<file path="config.mk">
export PLATFORM = sky130hd
export DESIGN_NAME = owsf_kin
export DESIGN_NICKNAME = d
export VERILOG_FILES = /design/src/hdl/owsf_pkg.sv /design/src/hdl/owsf_kin.sv
export SDC_FILE = /design/constraint.sdc
export NUM_CORES = 2
export LEC_CHECK = 0
export ABC_CLOCK_PERIOD_IN_PS = 9600
export BUFFER_PORTS_ARGS = -buffer_cell sky130_fd_sc_hd__buf_2
export CORE_MARGIN = 5
export CORE_UTILIZATION = 64
export CTS_CLUSTER_DIAMETER = 60
export CTS_CLUSTER_SIZE = 40
export DETAILED_ROUTE_END_ITERATION = 12
export GPL_TIMING_DRIVEN = 0
export PLACE_DENSITY = 0.86
export SETUP_SLACK_MARGIN = 0.1
export SLEW_MARGIN = 30
export SYNTH_ARGS = -nofsm -noshare
export SYNTH_HDL_FRONTEND = slang
export SYNTH_SLANG_ARGS = --single-unit
</file>
<file path="constraint.sdc">
create_clock -name i_clk -period 9.6 [get_ports i_clk]
set_input_delay 2.4 -clock i_clk [delete_from_list [all_inputs] [get_ports i_clk]]
set_output_delay 2.4 -clock i_clk [all_outputs]
set_load 0.01 [all_outputs]
</file>
<file path="src/hdl/owsf_pkg.sv">
// shared types and constants for the omni wheel speed framer
`timescale 1ns / 1ps
package owsf_pkg;

    localparam int FS_W       = 8;
    localparam int TRIM_W     = 11;
    localparam int CMD_W      = 8;
    localparam int TRIM_FRAC  = 10;
    localparam int MULT_W     = FS_W + TRIM_W;
    localparam int QUO_W      = MULT_W + 1;
    localparam int CFG_DATA_W = 11;
    localparam int CFG_IDX_W  = 2;
    localparam int FRAME_LEN  = 10;
    localparam int CNT_W      = 4;

    localparam logic [CFG_IDX_W-1:0] CFG_FULL_SCALE = 2'd0;
    localparam logic [CFG_IDX_W-1:0] CFG_TRIM_GAIN  = 2'd1;
    localparam logic [CFG_IDX_W-1:0] CFG_COMMAND    = 2'd2;

    localparam logic [7:0] SYNC_0 = 8'hFF;
    localparam logic [7:0] SYNC_1 = 8'hFE;

    localparam logic [CNT_W-1:0] POS_SYNC_0 = 4'd0;
    localparam logic [CNT_W-1:0] POS_SYNC_1 = 4'd1;
    localparam logic [CNT_W-1:0] POS_CMD    = 4'd2;
    localparam logic [CNT_W-1:0] POS_A      = 4'd4;
    localparam logic [CNT_W-1:0] POS_B      = 4'd6;
    localparam logic [CNT_W-1:0] POS_C      = 4'd8;
    localparam logic [CNT_W-1:0] POS_DIR    = 4'd9;

    typedef struct packed {
        logic [2:0] dir;
        logic       side_zero;
        logic       max_zero;
    } t_flags;

endpackage

</file>
<file path="src/hdl/owsf_kin.sv">
// kinematics pipeline: products, wheel sums, magnitudes, maximum
`timescale 1ns / 1ps
module owsf_kin #(
    parameter int VW = 16,
    parameter int CF = 16
) (
    input  logic                           i_clk,
    input  logic                           i_rst_n,
    input  logic                           i_en,
    input  logic                           i_vld,
    input  logic signed [VW-1:0]           i_fwd,
    input  logic signed [VW-1:0]           i_side,
    input  logic signed [VW-1:0]           i_turn,
    output logic                           o_vld,
    output logic [VW+CF+5:0]               o_mag_a,
    output logic [VW+CF+5:0]               o_mag_b,
    output logic [VW+CF+5:0]               o_mag_c,
    output logic [VW+CF+5:0]               o_max,
    output owsf_pkg::t_flags               o_flags
);
    localparam int CW = CF + 3;
    localparam int PW = VW + CW + 1;
    localparam int WW = PW + 2;
    localparam logic [63:0] ONE     = 64'd1 << CF;
    localparam logic [63:0] K_TURN  = (64'd526 * ONE + 64'd50) / 64'd100;
    localparam logic [63:0] K_SIDE2 = (64'd2 * ONE + 64'd5) / 64'd10;
    localparam logic [63:0] K_SIDE1 = (ONE + 64'd5) / 64'd10;
    localparam logic [63:0] K_FWD   = (64'd173205 * ONE + 64'd500000) / 64'd1000000;
    localparam logic signed [PW-1:0] KT  = PW'(K_TURN[CW-1:0]);
    localparam logic signed [PW-1:0] KS2 = PW'(K_SIDE2[CW-1:0]);
    localparam logic signed [PW-1:0] KS1 = PW'(K_SIDE1[CW-1:0]);
    localparam logic signed [PW-1:0] KF  = PW'(K_FWD[CW-1:0]);

    logic                 r_vld1, r_vld2, r_vld3;
    logic signed [PW-1:0] r_p_turn, r_p_side2, r_p_side1, r_p_fwd;
    logic                 r_sz1, r_sz2, r_sz3;
    logic signed [WW-1:0] r_wa, r_wb, r_wc;
    logic [WW-1:0]        r_ma, r_mb, r_mc;
    logic [2:0]           r_dir3;
    logic [WW-1:0]        n_max;

    always_ff @(posedge i_clk) begin
        if (!i_rst_n) begin
            r_vld1 <= 1'b0;
            r_vld2 <= 1'b0;
            r_vld3 <= 1'b0;
            o_vld  <= 1'b0;
        end else if (i_en) begin
            r_vld1 <= i_vld;
            r_vld2 <= r_vld1;
            r_vld3 <= r_vld2;
            o_vld  <= r_vld3;
        end
    end

    // stage 1: coefficient products
    always_ff @(posedge i_clk) begin
        if (i_en) begin
            r_p_turn  <= KT * PW'(i_turn);
            r_p_side2 <= KS2 * PW'(i_side);
            r_p_side1 <= KS1 * PW'(i_side);
            r_p_fwd   <= KF * PW'(i_fwd);
            r_sz1     <= (i_side == '0);
        end
    end

    // stage 2: wheel sums
    always_ff @(posedge i_clk) begin
        if (i_en) begin
            r_wa  <= WW'(r_p_turn) - WW'(r_p_side2);
            r_wb  <= WW'(r_p_turn) + WW'(r_p_side1) - WW'(r_p_fwd);
            r_wc  <= WW'(r_p_turn) + WW'(r_p_side1) + WW'(r_p_fwd);
            r_sz2 <= r_sz1;
        end
    end

    // stage 3: magnitudes and direction bits
    always_ff @(posedge i_clk) begin
        if (i_en) begin
            r_ma   <= r_wa[WW-1] ? WW'(-r_wa) : WW'(r_wa);
            r_mb   <= r_wb[WW-1] ? WW'(-r_wb) : WW'(r_wb);
            r_mc   <= r_wc[WW-1] ? WW'(-r_wc) : WW'(r_wc);
            r_dir3 <= {r_wa[WW-1], r_wb[WW-1], r_wc[WW-1]};
            r_sz3  <= r_sz2;
        end
    end

    // stage 4: largest magnitude
    always_comb begin
        n_max = r_ma;
        if (r_mb > n_max) n_max = r_mb;
        if (r_mc > n_max) n_max = r_mc;
    end

    always_ff @(posedge i_clk) begin
        if (i_en) begin
            o_mag_a           <= r_ma;
            o_mag_b           <= r_mb;
            o_mag_c           <= r_mc;
            o_max             <= n_max;
            o_flags.dir       <= r_dir3;
            o_flags.side_zero <= r_sz3;
            o_flags.max_zero  <= (n_max == '0);
        end
    end
endmodule

</file>
==> metrics.txt <==
CP Cell Sequence=buf_2, clkbuf_1, clkbuf_1, clkinvlp_4, ha_1, fa_1, ha_1, inv_1, fa_1, inv_1, fa_1, fa_1, ha_1, a21o_1, a21oi_1, o22ai_1, a211oi_1, o31ai_1, a21o_1, a21o_1, a41o_1, a21oi_1, xnor2_1; # fillers=4821; PortBufs=209; CTS tree=yes; critical path type=input port to flip-flop; Final Wtd Congestion=1.00; CP bufs+invs=6; CTS hold repair buffers=0; Max Cap Viol=0; crit path DAT=9380 ps; RSZ-0062 raised after global routing=no; Layout area overhead=8.40%; total grt overflow=0; Die W=273 um; pre-CTS WS=-153 ps; CP max FO=15; final setup slack of the worst path=593 ps; most used cell, CP=fa_1; clk buf depth=3; wire length per cell=20.1 um; largest net degree at the start of global routing=97; Antenna Nets Post-Route=0; Clock Pin Slew Worst Setup and Hold Paths=100 ps; ant diodes=0; drt first pass iters=6; slowest CP cell=a211oi_1; number of flops mapped to enable cells by yosys=513; Setup crit start kind=input port; Initial Utilization=64.5%; CP top delay family=adder cells; Hold Fails Final Rpt=0; final setup vio count=0; Fmax=0.111 GHz; Yosys cell types=73; num ports=210; Yosys top cell by area=edfxtp_1; Slew @ Worst Pin=799 ps; clock sink count=517; clock skew=61.8 ps; list of most frequent post-synthesis cells=inv_1, ha_1, edfxtp_1; #FFs+latches synth=517; share of layout cells above drive strength 1=7.60%; fin crit share=93.8%; Syn Inst Count=4041; Max H-tree Level=1; min-delay worst type=flip-flop to flip-flop; Vias=30887; vias in the first global route=30524; Yosys top cell area share=34.8%; Syn Area/Cell=10.9 um2; antenna violations before repair=0; design area=0.0479 mm2; Async SR Flop Fraction=0%; Nets=5282; die area=0.0745 mm2; Clock Latency Late Sink=650 ps; TNS Setup=0 ps; Core Footprint=0.0686 mm2; first-pass GRT wire length=166000 um; count leader, synth=inv_1; Post-synth top flop=edfxtp_1; CP peak stage delay=560 ps; Die Ht=273 um; gr usage total=28.0%; Worst Path Required=9970 ps; Num CTS Buffers=31; Starting DRT DRC Count=2780; Syn Nets=5032; mapped cell area=0.0442 mm2; Seq/Total Area, Yosys=35.0%; Via density=5.89; row count=96; status=finished, final reports clean; Slew headroom=46.0%; top cells by area, synth=edfxtp_1, ha_1, fa_1; Post-route DRC=0; Placed Area=0.0466 mm2; Final Max Slew Viols=0; CP Capture Type=flip-flop; fin crit period=9010 ps; DP Wirelength=88400 um; clk root buf=clkbuf_16; final wirelength=106000 um; synth warn=0
-- through the flow --
| stage | util (%) | hold slack (ps) | cells |
|---|---|---|---|
| after floorplan | - | 400 | 4041 |
| after global placement | 67.7 | 401 | 5181 |
| after detailed placement | 68.0 | 405 | 5187 |
| after CTS | 69.9 | 428 | 5245 |
| after global routing | 69.9 | 432 | 5247 |
| final | 69.9 | 426 | 5247 |
-- layout by cell type (no fill, tap or decap), types with 12 or more instances in the layout --
master,synthesis,layout
a211oi_1,25,25
a21o_1,111,111
a21oi_1,237,237
a31oi_1,23,23
and3_1,27,27
buf_2,5,213
clkbuf_1,44,45
clkbuf_16,0,31
clkinv_16,0,12
edfxtp_1,513,513
fa_1,294,294
ha_1,645,645
inv_1,671,670
mux2i_1,68,68
nand2_1,143,143
nand2b_1,40,40
nand3_1,52,52
nand4_1,27,27
nor2_1,190,190
nor2b_1,33,33
nor3_1,51,51
nor4_1,13,13
o21a_1,32,32
o21ai_0,138,138
o21bai_1,43,43
o31ai_1,33,33
o41ai_1,24,24
or2_2,24,24
or3_1,24,24
or4_1,28,28
xnor2_1,277,277
xor2_1,64,64
-- worst reg2reg max path, cell delays in order, from the launching register on --
cell and delay, ps:
edfxtp_1 490, ha_1 330, a21o_1 160, a21o_1 170
a221oi_1 470, o21ai_0 200, o31ai_2 690, buf_2 450
buf_2 380, buf_2 380, mux2i_1 430, ha_1 320
a21o_1 160, a21o_1 170, a2111oi_0 380, o21ai_0 200
a21oi_1 270, o21ai_0 130, o21ai_1 320, buf_2 390
buf_1 470, buf_1 600, mux2i_1 300, nor4_1 400
nand4_1 120, nor4_1 330
-- per-layer routing --
layer	up-vias	GRT usage, %	wire [um]
li1	14551	-	-
met1	14963	38.3	43900
met2	1157	47.6	50500
met3	216	2.73	7130
met4	0	9.15	4010
met5	-	0	0
-- cells by family (layout without fill, tap and decap cells) --
kind of cell	count (synthesis)	in the layout	share of synthesized area [%]
flops	517	517	35.0
buf+inv	723	998	6.16
compound gates	760	760	11.1
xor+xnor	341	341	6.75
mux	71	71	1.62
other cells	1	1	0.00848
simple gates	689	689	7.84
fa+ha+maj	939	939	31.6
-- registers in the layout, summed over array words and instances, names as in the netlist, 3 cells and up --
signal and count:
o_mag_b 38, r_mc 37, r_mb 38, r_p_side2 31
o_flags 5, r_wa 37, r_wc 37, r_ma 38
r_dir3 3, r_p_turn 36, r_p_fwd 31, o_mag_a 38
o_mag_c 37, r_p_side1 28, o_max 38, r_wb 38
-- layout make-up --
class / instances / area (um2) / share of cell area, %
plain buffers: 52 / 205 / 0.428
inverters: 671 / 2520 / 5.26
clock inverters: 26 / 531 / 1.11
clock buffers: 32 / 779 / 1.63
multi-input cells: 2801 / 26000 / 54.3
well taps: 931 / 1160 / 2.43
flip-flops and latches: 517 / 15500 / 32.3
repair buffers: 217 / 1240 / 2.58
-- final timing paths --
kind         startpoint       endpoint  slack (ps)  cells past startpoint
min reg2reg       r_sz2          r_sz3         430                      0
min               r_sz2          r_sz3         430                      0
max reg2reg    r_mb[35]     o_flags[0]         650                     25
max          i_side[15]  r_p_side2[29]         590                     23
-- what timing repair did --
item	in CTS	in global routing
resized for setup	0	1
hold endpoints to repair	0	0
endpoints found under the setup margin	0	2
buffers inserted	0	2
Power is not shown: default switching activity piles up to over one toggle a cycle in this logic, so the estimate is an artifact.
