===== src/hdl/owsf_pkg.sv =====
// shared types and constants for the omni wheel speed framer
`timescale 1ns / 1ps
package owsf_pkg;

    localparam int FS_W       = 8;
    localparam int TRIM_W     = 11;
    localparam int CMD_W      = 8;
    localparam int TRIM_FRAC  = 10;
    localparam int MULT_W     = FS_W + TRIM_W;
    localparam int QUO_W      = MULT_W + 1;
    localparam int CFG_DATA_W = 11;
    localparam int CFG_IDX_W  = 2;
    localparam int FRAME_LEN  = 10;
    localparam int CNT_W      = 4;

    localparam logic [CFG_IDX_W-1:0] CFG_FULL_SCALE = 2'd0;
    localparam logic [CFG_IDX_W-1:0] CFG_TRIM_GAIN  = 2'd1;
    localparam logic [CFG_IDX_W-1:0] CFG_COMMAND    = 2'd2;

    localparam logic [7:0] SYNC_0 = 8'hFF;
    localparam logic [7:0] SYNC_1 = 8'hFE;

    localparam logic [CNT_W-1:0] POS_SYNC_0 = 4'd0;
    localparam logic [CNT_W-1:0] POS_SYNC_1 = 4'd1;
    localparam logic [CNT_W-1:0] POS_CMD    = 4'd2;
    localparam logic [CNT_W-1:0] POS_A      = 4'd4;
    localparam logic [CNT_W-1:0] POS_B      = 4'd6;
    localparam logic [CNT_W-1:0] POS_C      = 4'd8;
    localparam logic [CNT_W-1:0] POS_DIR    = 4'd9;

    typedef struct packed {
        logic [2:0] dir;
        logic       side_zero;
        logic       max_zero;
    } t_flags;

endpackage


===== src/hdl/owsf_ser.sv =====
// code saturation and ten-word frame output register
`timescale 1ns / 1ps
module owsf_ser (
    input  logic                          i_clk,
    input  logic                          i_rst_n,
    input  logic                          i_load,
    input  logic [owsf_pkg::QUO_W-1:0]    i_quo_a,
    input  logic [owsf_pkg::QUO_W-1:0]    i_quo_b,
    input  logic [owsf_pkg::QUO_W-1:0]    i_quo_c,
    input  owsf_pkg::t_flags              i_flags,
    input  logic [owsf_pkg::FS_W-1:0]     i_full_scale,
    input  logic [owsf_pkg::CMD_W-1:0]    i_command,
    input  logic                          i_ready,
    output logic                          o_valid,
    output logic [7:0]                    o_frame_byte,
    output logic                          o_last_byte,
    output logic                          o_take
);
    logic [owsf_pkg::CNT_W-1:0] r_cnt;
    logic                       r_busy;
    logic [7:0]                 r_code_a, r_code_b, r_code_c;
    logic [2:0]                 r_dir;
    logic                       w_last;

    function automatic logic [7:0] sat_code(
        input logic [owsf_pkg::QUO_W-1:0] quo,
        input logic                       trimmed,
        input logic                       zero,
        input logic [owsf_pkg::FS_W-1:0]  fs
    );
        logic [owsf_pkg::QUO_W-1:0] c;
        c = trimmed ? (quo >> owsf_pkg::TRIM_FRAC) : quo;
        if (zero) return 8'd0;
        if (c > owsf_pkg::QUO_W'(fs)) return fs;
        return c[7:0];
    endfunction

    assign w_last = (r_cnt == owsf_pkg::POS_DIR);
    assign o_take = !r_busy || (i_ready && w_last);
    assign o_valid = r_busy;
    assign o_last_byte = w_last;

    always_ff @(posedge i_clk) begin
        if (!i_rst_n) begin
            r_busy <= 1'b0;
            r_cnt  <= '0;
        end else if (i_load && o_take) begin
            r_busy <= 1'b1;
            r_cnt  <= '0;
        end else if (r_busy && i_ready) begin
            if (w_last) r_busy <= 1'b0;
            r_cnt <= r_cnt + 1'b1;
        end
    end

    always_ff @(posedge i_clk) begin
        if (i_load && o_take) begin
            r_code_a <= sat_code(i_quo_a, 1'b0, i_flags.max_zero, i_full_scale);
            r_code_b <= sat_code(i_quo_b, !i_flags.side_zero, i_flags.max_zero,
                                 i_full_scale);
            r_code_c <= sat_code(i_quo_c, i_flags.side_zero, i_flags.max_zero,
                                 i_full_scale);
            r_dir    <= i_flags.max_zero ? 3'd0 : i_flags.dir;
        end
    end

    always_comb begin
        case (r_cnt)
            owsf_pkg::POS_SYNC_0: o_frame_byte = owsf_pkg::SYNC_0;
            owsf_pkg::POS_SYNC_1: o_frame_byte = owsf_pkg::SYNC_1;
            owsf_pkg::POS_CMD:    o_frame_byte = i_command;
            owsf_pkg::POS_A:      o_frame_byte = r_code_a;
            owsf_pkg::POS_B:      o_frame_byte = r_code_b;
            owsf_pkg::POS_C:      o_frame_byte = r_code_c;
            owsf_pkg::POS_DIR:    o_frame_byte = {5'd0, r_dir};
            default:              o_frame_byte = 8'd0;
        endcase
    end
endmodule


===== config.mk =====
export PLATFORM = sky130hd
export DESIGN_NAME = owsf_ser
export DESIGN_NICKNAME = d
export VERILOG_FILES = /design/src/hdl/owsf_pkg.sv /design/src/hdl/owsf_ser.sv
export SDC_FILE = /design/constraint.sdc
export NUM_CORES = 1
export LEC_CHECK = 0
export BUFFER_PORTS_ARGS = -buffer_cell sky130_fd_sc_hd__buf_4
export CAP_MARGIN = 20
export CORE_ASPECT_RATIO = 0.5
export CORE_MARGIN = 1.5
export CORE_UTILIZATION = 40
export DETAILED_ROUTE_END_ITERATION = 10
export PLACE_DENSITY = 0.66
export SYNTH_ARGS = -nofsm -noshare
export SYNTH_HDL_FRONTEND = slang
export SYNTH_SLANG_ARGS = --single-unit

===== constraint.sdc =====
create_clock -name i_clk -period 4.3 [get_ports i_clk]
set_input_delay 0.215 -clock i_clk [delete_from_list [all_inputs] [get_ports i_clk]]
set_output_delay 0.215 -clock i_clk [all_outputs]
set_load 0.005 [all_outputs]

==> results.sh <==
export IMPL_postLayoutSetupSlackWorst_ns=2.07
export IMPL_period_minus_slack_ns=2.23
export IMPL_cts_post_setup_buffers_inserted=0
export IMPL_power_frac_comb_pct=22.7
export IMPL_slowest_stage="nor3_4"
export IMPL_grt_pass1_vias=2279
export IMPL_startpoint_type="input pin"
export IMPL_fillers=530
export IMPL_drc=0
export IMPL_switchingPower_mw=0.238
export IMPL_ctsResizeCount=0
export IMPL_crit_type="input pin to register"
export IMPL_cts_root_buf="clkbuf_16"
export IMPL_vias_per_cell=5.22
export IMPL_ios=96
export IMPL_holdPathEnd="o_valid$_SDFFE_PN0P_"
export IMPL_syn_area_um2=2700
export IMPL_fin_setup_tns_ns=0
export IMPL_clk_insertion_delay_late_ns=0.27
export IMPL_synth_cell_types=38
export IMPL_rsz0062_at_grt="false"
export IMPL_synth_yosys_seq_area_share_pct=33.7
export IMPL_n_antenna_cell=0
export IMPL_grt_overflow_total=0
export IMPL_routed_via_count=2337
export IMPL_clock_path_buffers=2
export IMPL_cp_max_fo=18
export IMPL_cp_required_ns=4.30
export IMPL_hold_violations=0
export IMPL_grt_start_max_net_pins=36
export IMPL_pwr_share_clk_pct=40.4
export IMPL_yosysWarningCount=0
export IMPL_worstMarginPinSlew_ns=0.591
export IMPL_antenna_found_initial=0
export IMPL_synth_flop_cell="edfxtp_1"
export IMPL_fmax_mhz=449
export IMPL_drt_initial_drc_count=159
export IMPL_drt_wl_total_um=7000
export IMPL_cts_tree="yes"
export IMPL_seq_area_um2=911
export IMPL_max_slew_margin_rel_pct=60.6
export IMPL_detail_route_antenna_nets=0
export IMPL_irDropWorstVdd_uv=151
export IMPL_p_leak_nw=1.53
export IMPL_hold_depth=3
export IMPL_multi_input_area_um2=1700
export IMPL_r2r_start="r_cnt[1]$_SDFFE_PP0P_"
export IMPL_path_cells="buf_4 > mux2_2 > ha_1 > nor2b_1 > o211ai_1 > a211oi_1 > nor3_4 > mux2i_1"
export IMPL_port_buffers=95
export IMPL_num_nets_final=472
export IMPL_hold_class="input pin to register"
export IMPL_netlist_instances=267
export IMPL_hp_start="i_load"
export IMPL_outcome="complete, no violations"
export IMPL_worst_setup_path_end_kind="register"
export IMPL_finalCritPeriodShare_pct=51.8
export IMPL_swShare_pct=24.0
export IMPL_die_w_um=119
export IMPL_r2r_worst_path_cells=6
export IMPL_cts_buffers=5
export IMPL_holdWs_ns=0.205
export IMPL_powerDensity_nw_per_um2=269
export IMPL_critical_path_arrival_ns=2.23
export IMPL_place_ws_ns=1.80
export IMPL_setup_viol=0
export IMPL_hpwl_um=5760
export IMPL_track_usage_pct=19.8
export IMPL_r2r_end="r_code_c[2]$_SDFFCE_PP0P_"
export IMPL_synth_seq_cells=32
export IMPL_design_core_area_um2=6280
export IMPL_seq_power_share_pct=36.9
export IMPL_drt_first_pass_iters=4
export IMPL_area_growth_syn_to_layout_pct=36.0
export IMPL_cts_sinks=32
export IMPL_postCtsHoldBufs=0
export IMPL_syn_nets=380
export IMPL_clock_skew_ns=0.00263
export IMPL_slew_violations=0
export IMPL_path_clk_slew_ns=0.05
export IMPL_fp_dieH_um=61.1
export IMPL_grt_pass1_wl_um=11100
export IMPL_drive_above_1_share_pct=35.3
export IMPL_drt_wirelength_per_cell_um=15.6
export IMPL_final_cell_mix="95 x buf_4, 32 x nand2b_1, 28 x ha_1"
export IMPL_synth_edf_count=27
export IMPL_rrSetupSlack_ns=2.39
export IMPL_htreeDepth=2
export IMPL_critical_path_max_stage_delay_ns=0.50
export IMPL_row_count=20
export IMPL_drv_cap=0
export IMPL_design_die_area_um2=7280
export IMPL_initial_utilization_pct=43.0
export IMPL_total_power_mw=0.988
export IMPL_async_reset_ff_share_pct=0
export IMPL_gp_congestion=0.857
export IMPL_final_common_cell="buf_4"
export IMPL_p_int_mw=0.750
export IMPL_avgSynthCellArea_um2=10.1
## registers in the layout (all words and copies together) (netlist names)
| signal | flops |
|---|---|
| o_valid | 1 |
| r_code_c | 8 |
| r_code_b | 8 |
| r_dir | 3 |
| r_code_a | 8 |
| r_cnt | 4 |
## metrics by stage
stage | instances | instance area [um2] | util [%]
finish | 448 | 3670 | 58.4
detailed placement | 439 | 3480 | 55.4
CTS | 447 | 3650 | 58.0
global route | 448 | 3670 | 58.4
global placement | 439 | 3480 | 55.4
floorplan | 267 | 2700 | -
## area by class of cell
cell class | count | share of cell area [%]
repair buffers | 96 | 20.1
well taps | 88 | 3.00
inverters | 13 | 1.33
multi-input cells | 211 | 46.2
clock buffers | 5 | 3.41
flip-flops and latches | 32 | 24.8
clock inverters | 3 | 1.16
## power by group through the flow
stage          sequential (mW)  clock (mW)  combinational [mW]
3_3_place_gp             0.372           0               0.213
4_1_cts                  0.365       0.400               0.221
2_1_floorplan            0.368           0               0.117
5_1_grt                  0.366       0.415               0.246
6_report                 0.365       0.399               0.224
3_5_place_dp             0.371           0               0.219
## cells in the mapped netlist, drive strengths merged, types with 2 or more instances
library cell / n / area (um2)
nand2b: 32 / 200
ha: 28 / 350
edfxtp: 27 / 811
mux2i: 26 / 260
a21oi: 17 / 85.1
mux2: 14 / 158
inv: 13 / 48.8
nor2: 10 / 37.5
nand2: 9 / 33.8
clkbuf: 8 / 30.0
nand3: 8 / 40.0
nor2b: 7 / 43.8
nor4: 7 / 56.3
a22o: 6 / 52.6
a22oi: 6 / 45.0
dfxtp: 5 / 100
nand4: 5 / 31.3
a211oi: 4 / 30.0
a32oi: 4 / 35.0
o211ai: 4 / 30.0
a21o: 3 / 22.5
buf: 3 / 15.0
a211o: 2 / 17.5
and2: 2 / 12.5
and3b: 2 / 17.5
nor3: 2 / 32.5
o21ai: 2 / 13.8
or2: 2 / 12.5
xnor2: 2 / 17.5
## layer usage
metal | global-route usage (%) | vias up | share of wire, %
li1 | - | 1182 | -
met1 | 29.5 | 1067 | 51
met2 | 31.4 | 82 | 42
met3 | 2.69 | 6 | 6.1
met4 | 3.61 | 0 | 0.69
met5 | 0 | - | 0
## worst max path at each step
stage,startpoint,to,cells after the start
after floorplan,i_flags[1],r_code_b[0]$_SDFFCE_PP0P_,9
after global placement,i_flags[1],r_code_b[2]$_SDFFCE_PP0P_,8
after detailed placement,i_flags[1],r_code_b[6]$_SDFFCE_PP0P_,8
after CTS,r_cnt[1]$_SDFFE_PP0P_,r_cnt[0]$_SDFFE_PP0P_,7
after global routing,i_flags[1],r_code_c[1]$_SDFFCE_PP0P_,8
final,i_flags[1],r_code_c[1]$_SDFFCE_PP0P_,8
## worst max-delay path: cells and delay by family
kind	cells	cell delay, ns
AND/OR/NAND/NOR	2	0.64
AO/OA/AOI/OAI	2	0.28
buffers and inverters	1	0.23
adder cells (fa/ha/maj)	1	0.30
multiplexers	2	0.56
## cell families after synthesis
| group | share of synthesized area, % |
|---|---|
| simple gates | 19.6 |
| buf+inv | 3.48 |
| fa+ha+maj | 13.0 |
| mux | 15.5 |
| xor+xnor | 0.973 |
| compound gates | 13.8 |
| flops | 33.7 |
Power figures use the tool's default switching activity.
